`src/rtl/blr_pkg.sv`:
```
package blr_pkg;

  // Screen defaults
  localparam int DEF_SCREEN_WIDTH  = 480;
  localparam int DEF_SCREEN_HEIGHT = 320;

  // Field widths
  localparam int COORD_W = 16;
  localparam int COLOR_W = 16;
  localparam int ADDR_W  = 18;
  localparam int ERR_W   = 18;

  // Transaction modes
  localparam logic MODE_LOAD = 1'b0;
  localparam logic MODE_TICK = 1'b1;

  // Command queue between front and back
  localparam int QUEUE_DEPTH = 2;
  localparam int QPTR_W      = $clog2(QUEUE_DEPTH);
  localparam int QCNT_W      = $clog2(QUEUE_DEPTH + 1);

  typedef struct packed {
    logic               mode;
    logic [COORD_W-1:0] start_x;
    logic [COORD_W-1:0] start_y;
    logic [COORD_W-1:0] end_x;
    logic [COORD_W-1:0] end_y;
    logic [COLOR_W-1:0] pen_color;
  } in_item_t;

  typedef struct packed {
    logic [COORD_W-1:0] point_x;
    logic [COORD_W-1:0] point_y;
    logic [ADDR_W-1:0]  pixel_address;
    logic [COLOR_W-1:0] pixel_color;
    logic               visible;
    logic               last;
  } out_item_t;

  // Classified command, with the line set-up already worked out for loads
  typedef struct packed {
    logic               is_load;
    logic [COORD_W-1:0] start_x;
    logic [COORD_W-1:0] start_y;
    logic [COORD_W-1:0] end_x;
    logic [COORD_W-1:0] end_y;
    logic [COORD_W-1:0] delta_x;
    logic [COORD_W-1:0] delta_y;
    logic               dir_x_neg;
    logic               dir_y_neg;
    logic [ERR_W-1:0]   error_term;
    logic [COLOR_W-1:0] color;
  } cmd_t;

  typedef struct packed {
    logic full;
    logic empty;
  } q_status_t;

  typedef struct packed {
    logic active;
    logic pop;
    logic head_tick;
  } back_stat_t;

endpackage

```
`src/rtl/bresenham_line_rasterizer.sv`:
```
// Bresenham line rasterizer with screen clipping.
// Input channel (in_valid/in_ready/in_data): mode 0 loads a line (two
// endpoints and a colour) and returns nothing; mode 1 is a tick that returns
// the next point of the active line, or nothing when no line is active.
// A load arriving mid-line replaces that line.
// Result channel (out_valid/out_ready/out_data): one point per productive
// tick, with its frame word address (zero when off screen), the colour,
// the visible flag and the last flag on the end point.
// Latency: a tick's point passes through the command queue and then the
// output register before it appears on the result channel.
// Throughput: one transaction per cycle while in_ready is high, set by
// the back-end stepper's error step and one-pixel-per-clock output register.
// A two-entry queue decouples the input from the stepper, so the input keeps
// taking transactions while a finished point waits on the output.
// Reset (rst_n, synchronous, active low) empties the queue, drops any
// pending point and leaves the rasterizer idle.
// When the receiver stalls, the point holds; ticks for the active line wait
// in the queue, and in_ready drops once it holds two entries.
module bresenham_line_rasterizer #(
  parameter int SCREEN_WIDTH  = blr_pkg::DEF_SCREEN_WIDTH,
  parameter int SCREEN_HEIGHT = blr_pkg::DEF_SCREEN_HEIGHT
) (
  input  logic                clk,
  input  logic                rst_n,
  input  logic                in_valid,
  output logic                in_ready,
  input  blr_pkg::in_item_t   in_data,
  output logic                out_valid,
  input  logic                out_ready,
  output blr_pkg::out_item_t  out_data
);

  blr_pkg::cmd_t        front_cmd;
  blr_pkg::cmd_t        head_cmd;
  blr_pkg::q_status_t   q_stat;
  blr_pkg::back_stat_t  b_stat;
  logic                 push;
  logic                 pop;

  // Classify incoming transactions
  blr_front u_front (
    .in_data (in_data),
    .cmd     (front_cmd)
  );

  assign in_ready = !q_stat.full;
  assign push     = in_valid && in_ready;

  // Queue commands between front and stepper
  blr_queue u_queue (
    .clk     (clk),
    .rst_n   (rst_n),
    .push    (push),
    .wr_data (front_cmd),
    .pop     (pop),
    .rd_data (head_cmd),
    .stat    (q_stat)
  );

  // Step lines and emit points
  blr_back #(
    .SCREEN_WIDTH  (SCREEN_WIDTH),
    .SCREEN_HEIGHT (SCREEN_HEIGHT)
  ) u_back (
    .clk       (clk),
    .rst_n     (rst_n),
    .q_valid   (!q_stat.empty),
    .head      (head_cmd),
    .pop       (pop),
    .out_valid (out_valid),
    .out_ready (out_ready),
    .out_data  (out_data),
    .stat      (b_stat)
  );

  // Queue status must be consistent
  a_queue_status: assert property (@(posedge clk) disable iff (!rst_n)
    !(q_stat.full && q_stat.empty))
    else $error("queue reports full and empty at once");

  // A tick on an active line must not be popped while the point is stalled
  a_no_overwrite: assert property (@(posedge clk) disable iff (!rst_n)
    !(b_stat.pop && b_stat.head_tick && b_stat.active && out_valid && !out_ready))
    else $error("tick popped over a stalled point");

  // A new point only comes from an active line
  a_point_from_active: assert property (@(posedge clk) disable iff (!rst_n)
    $rose(out_valid) |-> $past(b_stat.active))
    else $error("point emitted with no active line");

endmodule

```
`src/rtl/blr_front.sv`:
```
module blr_front (
  input  blr_pkg::in_item_t in_data,
  output blr_pkg::cmd_t     cmd
);

  // Classify the transaction and set up the line parameters for a load
  always_comb begin
    cmd.is_load   = (in_data.mode == blr_pkg::MODE_LOAD);
    cmd.start_x   = in_data.start_x;
    cmd.start_y   = in_data.start_y;
    cmd.end_x     = in_data.end_x;
    cmd.end_y     = in_data.end_y;
    cmd.color     = in_data.pen_color;
    cmd.dir_x_neg = !(in_data.start_x < in_data.end_x);
    cmd.dir_y_neg = !(in_data.start_y < in_data.end_y);
    if (in_data.end_x >= in_data.start_x) begin
      cmd.delta_x = in_data.end_x - in_data.start_x;
    end else begin
      cmd.delta_x = in_data.start_x - in_data.end_x;
    end
    if (in_data.end_y >= in_data.start_y) begin
      cmd.delta_y = in_data.end_y - in_data.start_y;
    end else begin
      cmd.delta_y = in_data.start_y - in_data.end_y;
    end
    cmd.error_term = blr_pkg::ERR_W'(cmd.delta_x) - blr_pkg::ERR_W'(cmd.delta_y);
  end

endmodule

```
`src/rtl/blr_queue.sv`:
```
module blr_queue (
  input  logic                clk,
  input  logic                rst_n,
  input  logic                push,
  input  blr_pkg::cmd_t       wr_data,
  input  logic                pop,
  output blr_pkg::cmd_t       rd_data,
  output blr_pkg::q_status_t  stat
);

  blr_pkg::cmd_t                   mem_r [blr_pkg::QUEUE_DEPTH];
  logic [blr_pkg::QPTR_W-1:0]      wr_ptr_r;
  logic [blr_pkg::QPTR_W-1:0]      rd_ptr_r;
  logic [blr_pkg::QCNT_W-1:0]      cnt_r;
  logic [blr_pkg::QPTR_W-1:0]      wr_ptr_nxt;
  logic [blr_pkg::QPTR_W-1:0]      rd_ptr_nxt;

  localparam logic [blr_pkg::QPTR_W-1:0] LastPtr = blr_pkg::QPTR_W'(blr_pkg::QUEUE_DEPTH - 1);
  localparam logic [blr_pkg::QCNT_W-1:0] FullCnt = blr_pkg::QCNT_W'(blr_pkg::QUEUE_DEPTH);

  // Status and head of queue
  always_comb begin
    stat.full  = (cnt_r == FullCnt);
    stat.empty = (cnt_r == '0);
    rd_data    = mem_r[rd_ptr_r];
    wr_ptr_nxt = (wr_ptr_r == LastPtr) ? '0 : wr_ptr_r + 1'b1;
    rd_ptr_nxt = (rd_ptr_r == LastPtr) ? '0 : rd_ptr_r + 1'b1;
  end

  // Store the entry
  always_ff @(posedge clk) begin
    if (push) begin
      mem_r[wr_ptr_r] <= wr_data;
    end
  end

  // Advance pointers and fill count
  always_ff @(posedge clk) begin
    if (!rst_n) begin
      wr_ptr_r <= '0;
      rd_ptr_r <= '0;
      cnt_r    <= '0;
    end else begin
      if (push) begin
        wr_ptr_r <= wr_ptr_nxt;
      end
      if (pop) begin
        rd_ptr_r <= rd_ptr_nxt;
      end
      if (push && !pop) begin
        cnt_r <= cnt_r + 1'b1;
      end else if (pop && !push) begin
        cnt_r <= cnt_r - 1'b1;
      end
    end
  end

endmodule

```
`src/rtl/blr_back.sv`:
```
module blr_back #(
  parameter int SCREEN_WIDTH  = blr_pkg::DEF_SCREEN_WIDTH,
  parameter int SCREEN_HEIGHT = blr_pkg::DEF_SCREEN_HEIGHT
) (
  input  logic                 clk,
  input  logic                 rst_n,
  input  logic                 q_valid,
  input  blr_pkg::cmd_t        head,
  output logic                 pop,
  output logic                 out_valid,
  input  logic                 out_ready,
  output blr_pkg::out_item_t   out_data,
  output blr_pkg::back_stat_t  stat
);

  localparam int CW = blr_pkg::COORD_W;
  localparam int WB = $clog2(SCREEN_WIDTH + 1);
  localparam int PW = (CW + WB > blr_pkg::ADDR_W) ? CW + WB : blr_pkg::ADDR_W;
  localparam int SW = blr_pkg::ERR_W + 2;

  logic [CW-1:0]                cur_x_r, cur_y_r, tgt_x_r, tgt_y_r;
  logic [CW-1:0]                dx_r, dy_r;
  logic                         dir_x_neg_r, dir_y_neg_r;
  logic [blr_pkg::ERR_W-1:0]    err_r;
  logic [blr_pkg::COLOR_W-1:0]  color_r;
  logic                         active_r;
  logic                         out_valid_r;
  blr_pkg::out_item_t           out_r;

  logic                         out_free;
  logic                         emit;
  logic                         vis;
  logic                         fin;
  logic [PW-1:0]                prod;
  logic [blr_pkg::ADDR_W-1:0]   addr;
  logic signed [SW-1:0]         e2, dxs, dys, err_wide;
  logic                         step_x, step_y;
  logic [blr_pkg::ERR_W-1:0]    err_nxt;
  logic [CW-1:0]                cur_x_nxt, cur_y_nxt;

  // Pop control: loads and idle ticks never wait for the output register
  always_comb begin
    out_free = !out_valid_r || out_ready;
    pop      = q_valid && (head.is_load || !active_r || out_free);
    emit     = pop && !head.is_load && active_r;
  end

  // Current point, its address and the end-point test
  always_comb begin
    vis  = ({1'b0, cur_x_r} < (CW+1)'(SCREEN_WIDTH)) &&
           ({1'b0, cur_y_r} < (CW+1)'(SCREEN_HEIGHT));
    fin  = (cur_x_r == tgt_x_r) && (cur_y_r == tgt_y_r);
    prod = PW'(cur_y_r) * PW'(SCREEN_WIDTH);
    addr = vis ? (prod[blr_pkg::ADDR_W-1:0] + blr_pkg::ADDR_W'(cur_x_r)) : '0;
  end

  // One error step towards the end point
  always_comb begin
    e2       = {err_r[blr_pkg::ERR_W-1], err_r, 1'b0};
    dxs      = SW'(dx_r);
    dys      = SW'(dy_r);
    step_x   = e2 > -dys;
    step_y   = e2 < dxs;
    err_wide = {{2{err_r[blr_pkg::ERR_W-1]}}, err_r}
               - (step_x ? dys : '0) + (step_y ? dxs : '0);
    err_nxt  = err_wide[blr_pkg::ERR_W-1:0];
    cur_x_nxt = cur_x_r;
    cur_y_nxt = cur_y_r;
    if (step_x) begin
      cur_x_nxt = dir_x_neg_r ? cur_x_r - 1'b1 : cur_x_r + 1'b1;
    end
    if (step_y) begin
      cur_y_nxt = dir_y_neg_r ? cur_y_r - 1'b1 : cur_y_r + 1'b1;
    end
  end

  // Line state: load replaces, tick advances
  always_ff @(posedge clk) begin
    if (pop && head.is_load) begin
      cur_x_r     <= head.start_x;
      cur_y_r     <= head.start_y;
      tgt_x_r     <= head.end_x;
      tgt_y_r     <= head.end_y;
      dx_r        <= head.delta_x;
      dy_r        <= head.delta_y;
      dir_x_neg_r <= head.dir_x_neg;
      dir_y_neg_r <= head.dir_y_neg;
      err_r       <= head.error_term;
      color_r     <= head.color;
    end else if (emit && !fin) begin
      cur_x_r <= cur_x_nxt;
      cur_y_r <= cur_y_nxt;
      err_r   <= err_nxt;
    end
  end

  // Active flag and output valid
  always_ff @(posedge clk) begin
    if (!rst_n) begin
      active_r    <= 1'b0;
      out_valid_r <= 1'b0;
    end else begin
      if (pop && head.is_load) begin
        active_r <= 1'b1;
      end else if (emit && fin) begin
        active_r <= 1'b0;
      end
      if (emit) begin
        out_valid_r <= 1'b1;
      end else if (out_ready) begin
        out_valid_r <= 1'b0;
      end
    end
  end

  // Hold the point until the receiver takes it
  always_ff @(posedge clk) begin
    if (emit) begin
      out_r.point_x       <= cur_x_r;
      out_r.point_y       <= cur_y_r;
      out_r.pixel_address <= addr;
      out_r.pixel_color   <= color_r;
      out_r.visible       <= vis;
      out_r.last          <= fin;
    end
  end

  assign out_valid      = out_valid_r;
  assign out_data       = out_r;
  assign stat.active    = active_r;
  assign stat.pop       = pop;
  assign stat.head_tick = !head.is_load;

endmodule
```
`config.mk`:
```
export PLATFORM = sky130hd
export DESIGN_NAME = bresenham_line_rasterizer
export DESIGN_NICKNAME = d
export VERILOG_FILES = /design/src/rtl/blr_pkg.sv /design/src/rtl/bresenham_line_rasterizer.sv /design/src/rtl/blr_front.sv /design/src/rtl/blr_queue.sv /design/src/rtl/blr_back.sv
export SDC_FILE = /design/constraint.sdc
export NUM_CORES = 1
export LEC_CHECK = 0
export ABC_AREA = 1
export BUFFER_PORTS_ARGS = -buffer_cell sky130_fd_sc_hd__buf_2
export CAP_MARGIN = 20
export CORE_ASPECT_RATIO = 1.2
export CORE_UTILIZATION = 50
export CTS_CLUSTER_DIAMETER = 80
export CTS_CLUSTER_SIZE = 8
export DETAILED_ROUTE_END_ITERATION = 16
export PLACE_DENSITY_LB_ADDON = 0.3
export SLEW_MARGIN = 15
export SYNTH_ARGS = -nofsm -noshare
export SYNTH_HDL_FRONTEND = slang
export SYNTH_SLANG_ARGS = --single-unit
export TNS_END_PERCENT = 1
```
`constraint.sdc`:
```
create_clock -name clk -period 6.4 [get_ports clk]
set_input_delay 0.32 -clock clk [delete_from_list [all_inputs] [get_ports clk]]
set_output_delay 0.32 -clock clk [all_outputs]
set_load 0.01 [all_outputs]
```
==> results.ini <==
[global_routing]
track_usage_pct = 26.6
antenna_found_initial = 1
grt_pass1_vias = 20912
gr-usage-met3_pct = 3.13
grt_start_max_net_pins = 73
grtUsageMet1_pct = 35.5
grt-ovfl-total = 0
grt_pass1_wl_um = 115000
grt-busiest-layer = met2
gr-usage-met2_pct = 44.2

[setup_path]
crit_slowest_cell = fa_1
crit_buf_inv = 4
end_kind = register
startpoint_type = register
cp.arrival_ns = 5.88
crit_family = simple AND/OR/NAND/NOR gates
path_max_fanout = 15
max_stage_delay_ns = 0.51
worst-setup-path-type = register to register
crit_top_cell = nand2_1
cp.required_ns = 6.75

[sta]
slew-limit-headroom_pct = 33.4
finalMaxSlewViolations = 0
skew_ns = 0.0222
holdWs_ns = 0.0386
rsz0062_at_grt = false
hold_violations = 0
tns_ns = 0
fmax_mhz = 181
worstMarginPinSlew_ns = 0.999
setup_viol = 0
min_period_ns = 5.53
fin_crit_sh_pct = 86.4

[logic_synthesis]
ys.flop_type = edfxtp_1
synthArstFlopShare_pct = 0
synth_area_mm2 = 0.0277
syn-num-nets = 3333
yosysUniqueCellTypes = 49
synth_warnings = 0
synth_edf_count = 464
yosys_register_bits = 471
avgSynthCellArea_um2 = 9.17
yosysSeqAreaShare_pct = 50.9
syn_inst = 3018

[cells_and_area]
area_growth_pct = 15.2
finalNonFillerCells = 4011
multi_input_area_mm2 = 0.0118
design_area_mm2 = 0.0319
fill_cells = 4763
final_cell_mix = nand2_1 (987), edfxtp_1 (464), inv_1 (391)
drive_gt1_share_pct = 8.96
seqCellArea_mm2 = 0.0141
mostFrequentLayoutCell = nand2_1
final_nets = 3593
antennaDiodeCount = 0

[run]
maxCapViolations = 0

[floorplanning]
dieWidth_um = 217
coreArea_mm2 = 0.0547
row_count = 94
start_util_pct = 50.6
ios = 155
die-area_mm2 = 0.0563
die_y_um = 260

[clock_network]
ctsResizeCount = 0
htreeDepth = 3
cts_buffer_depth = 3
cts_tree = built
clk_latency_ns = 0.61
post_cts_buffers = 0
path_clk_slew_ns = 0.05
clockRootBuffer = clkbuf_16
cts-buffers-inserted = 69
cts.sinks = 471

[drt]
postRouteAntennaNets = 0
drt_wl_total_um = 73800
vias = 21142
routed_via_density = 5.27
drcViolationCount = 0
wl_per_cell_um = 18.4
dr.pass1.iters = 8
drt-initial-drc-count = 1677

[placement]
numPlacedInstances = 3851
portBuffers = 154
post_dp_cell_area_mm2 = 0.0292
gp_congestion = 0.991
hpwlAfterDp_um = 54400

[run_status]
status = finished clean

[worst_hold_path]
hp-class = input port to register

[cell usage after synthesis (all sizes together), types with 28 or more instances]
cell type / instances / area [µm²]
fa: 43 / 861
nand2: 992 / 3740
xnor2: 28 / 245
nor2: 214 / 833
edfxtp: 464 / 13900
o21ai: 100 / 504
inv: 411 / 1540
a21oi: 177 / 890
xor2: 90 / 788
a21o: 31 / 233
nand3: 107 / 558
ha: 187 / 2340
[layer usage]
layer / vias up / share of wire (%)
li1: 10388 / -
met4: 2 / 3.2
met2: 664 / 47
met1: 9975 / 44
met3: 113 / 5.4
met5: - / 0.014
[repair_timing]
action	CTS	global route
hold endpoints to repair	152	0
setup endpoints to repair	0	0
hold buffers	76	0
[state kept, by name (all words and copies together) (netlist names), 16 cells and up, named ones only]
name	flops
u_back.cur_x_r	16
u_back.dx_r	16
u_back.err_r	18
u_back.color_r	16
u_back.dy_r	16
u_back.tgt_x_r	16
u_back.cur_y_r	16
u_back.out_data	68
u_back.tgt_y_r	16
u_queue.mem_r	264
[per-stage QoR]
step	util, %	setup slack (ns)
floorplan	-	-0.371
global placement	53.4	0.851
detailed placement	53.4	0.801
CTS	58.3	0.778
global route	58.3	0.294
finish	58.3	0.868
[final timing paths]
path	from	end	slack, ns	cells past startpoint
worst max-delay path	u_back.dy_r[0]$_DFFE_PP_	u_back.err_r[13]$_DFFE_PP_	0.87	33
worst min-delay path	in_data[38]	u_queue.mem_r[1][90]$_DFFE_PP_	0.04	1
worst max register to register	u_back.dy_r[0]$_DFFE_PP_	u_back.err_r[13]$_DFFE_PP_	0.87	33
worst min register to register	u_back.color_r[0]$_DFFE_PP_	u_back.out_data[2]$_DFFE_PP_	0.41	0
[worst reg2reg max path, delay by kind of cell, from the launching register on]
| kind | cells | cell delay (ns) |
|---|---|---|
| and+or+nand+nor | 22 | 2.47 |
| adders and majority gates | 4 | 1.30 |
| AOI/OAI and AO/OA | 3 | 0.80 |
| DFF | 1 | 0.41 |
| buffers and inverters | 4 | 0.28 |
[cell families after synthesis]
family                   after synthesis  synth area share [%]
AO/OA/AOI/OAI                        351                  7.07
XOR/XNOR                             118                  3.74
adder cells (fa/ha/maj)              230                  11.6
buffers and inverters                465                  6.55
flip-flops                           471                  50.9
multiplexers                           7                 0.253
AND/OR/NAND/NOR                     1376                  20.0
[area by class of cell]
| class | instances | share of cell area [%] |
|---|---|---|
| inverter | 412 | 4.86 |
| clock inverter | 8 | 0.412 |
| multi-input combinational | 2082 | 37.0 |
| timing repair buffer | 242 | 5.09 |
| tap | 720 | 2.83 |
| clock buffer | 76 | 5.63 |
| sequential | 471 | 44.2 |
Power is left out: the tool's default activity adds up to more than one toggle a clock period on the data nets, which glitch-free logic cannot reach.
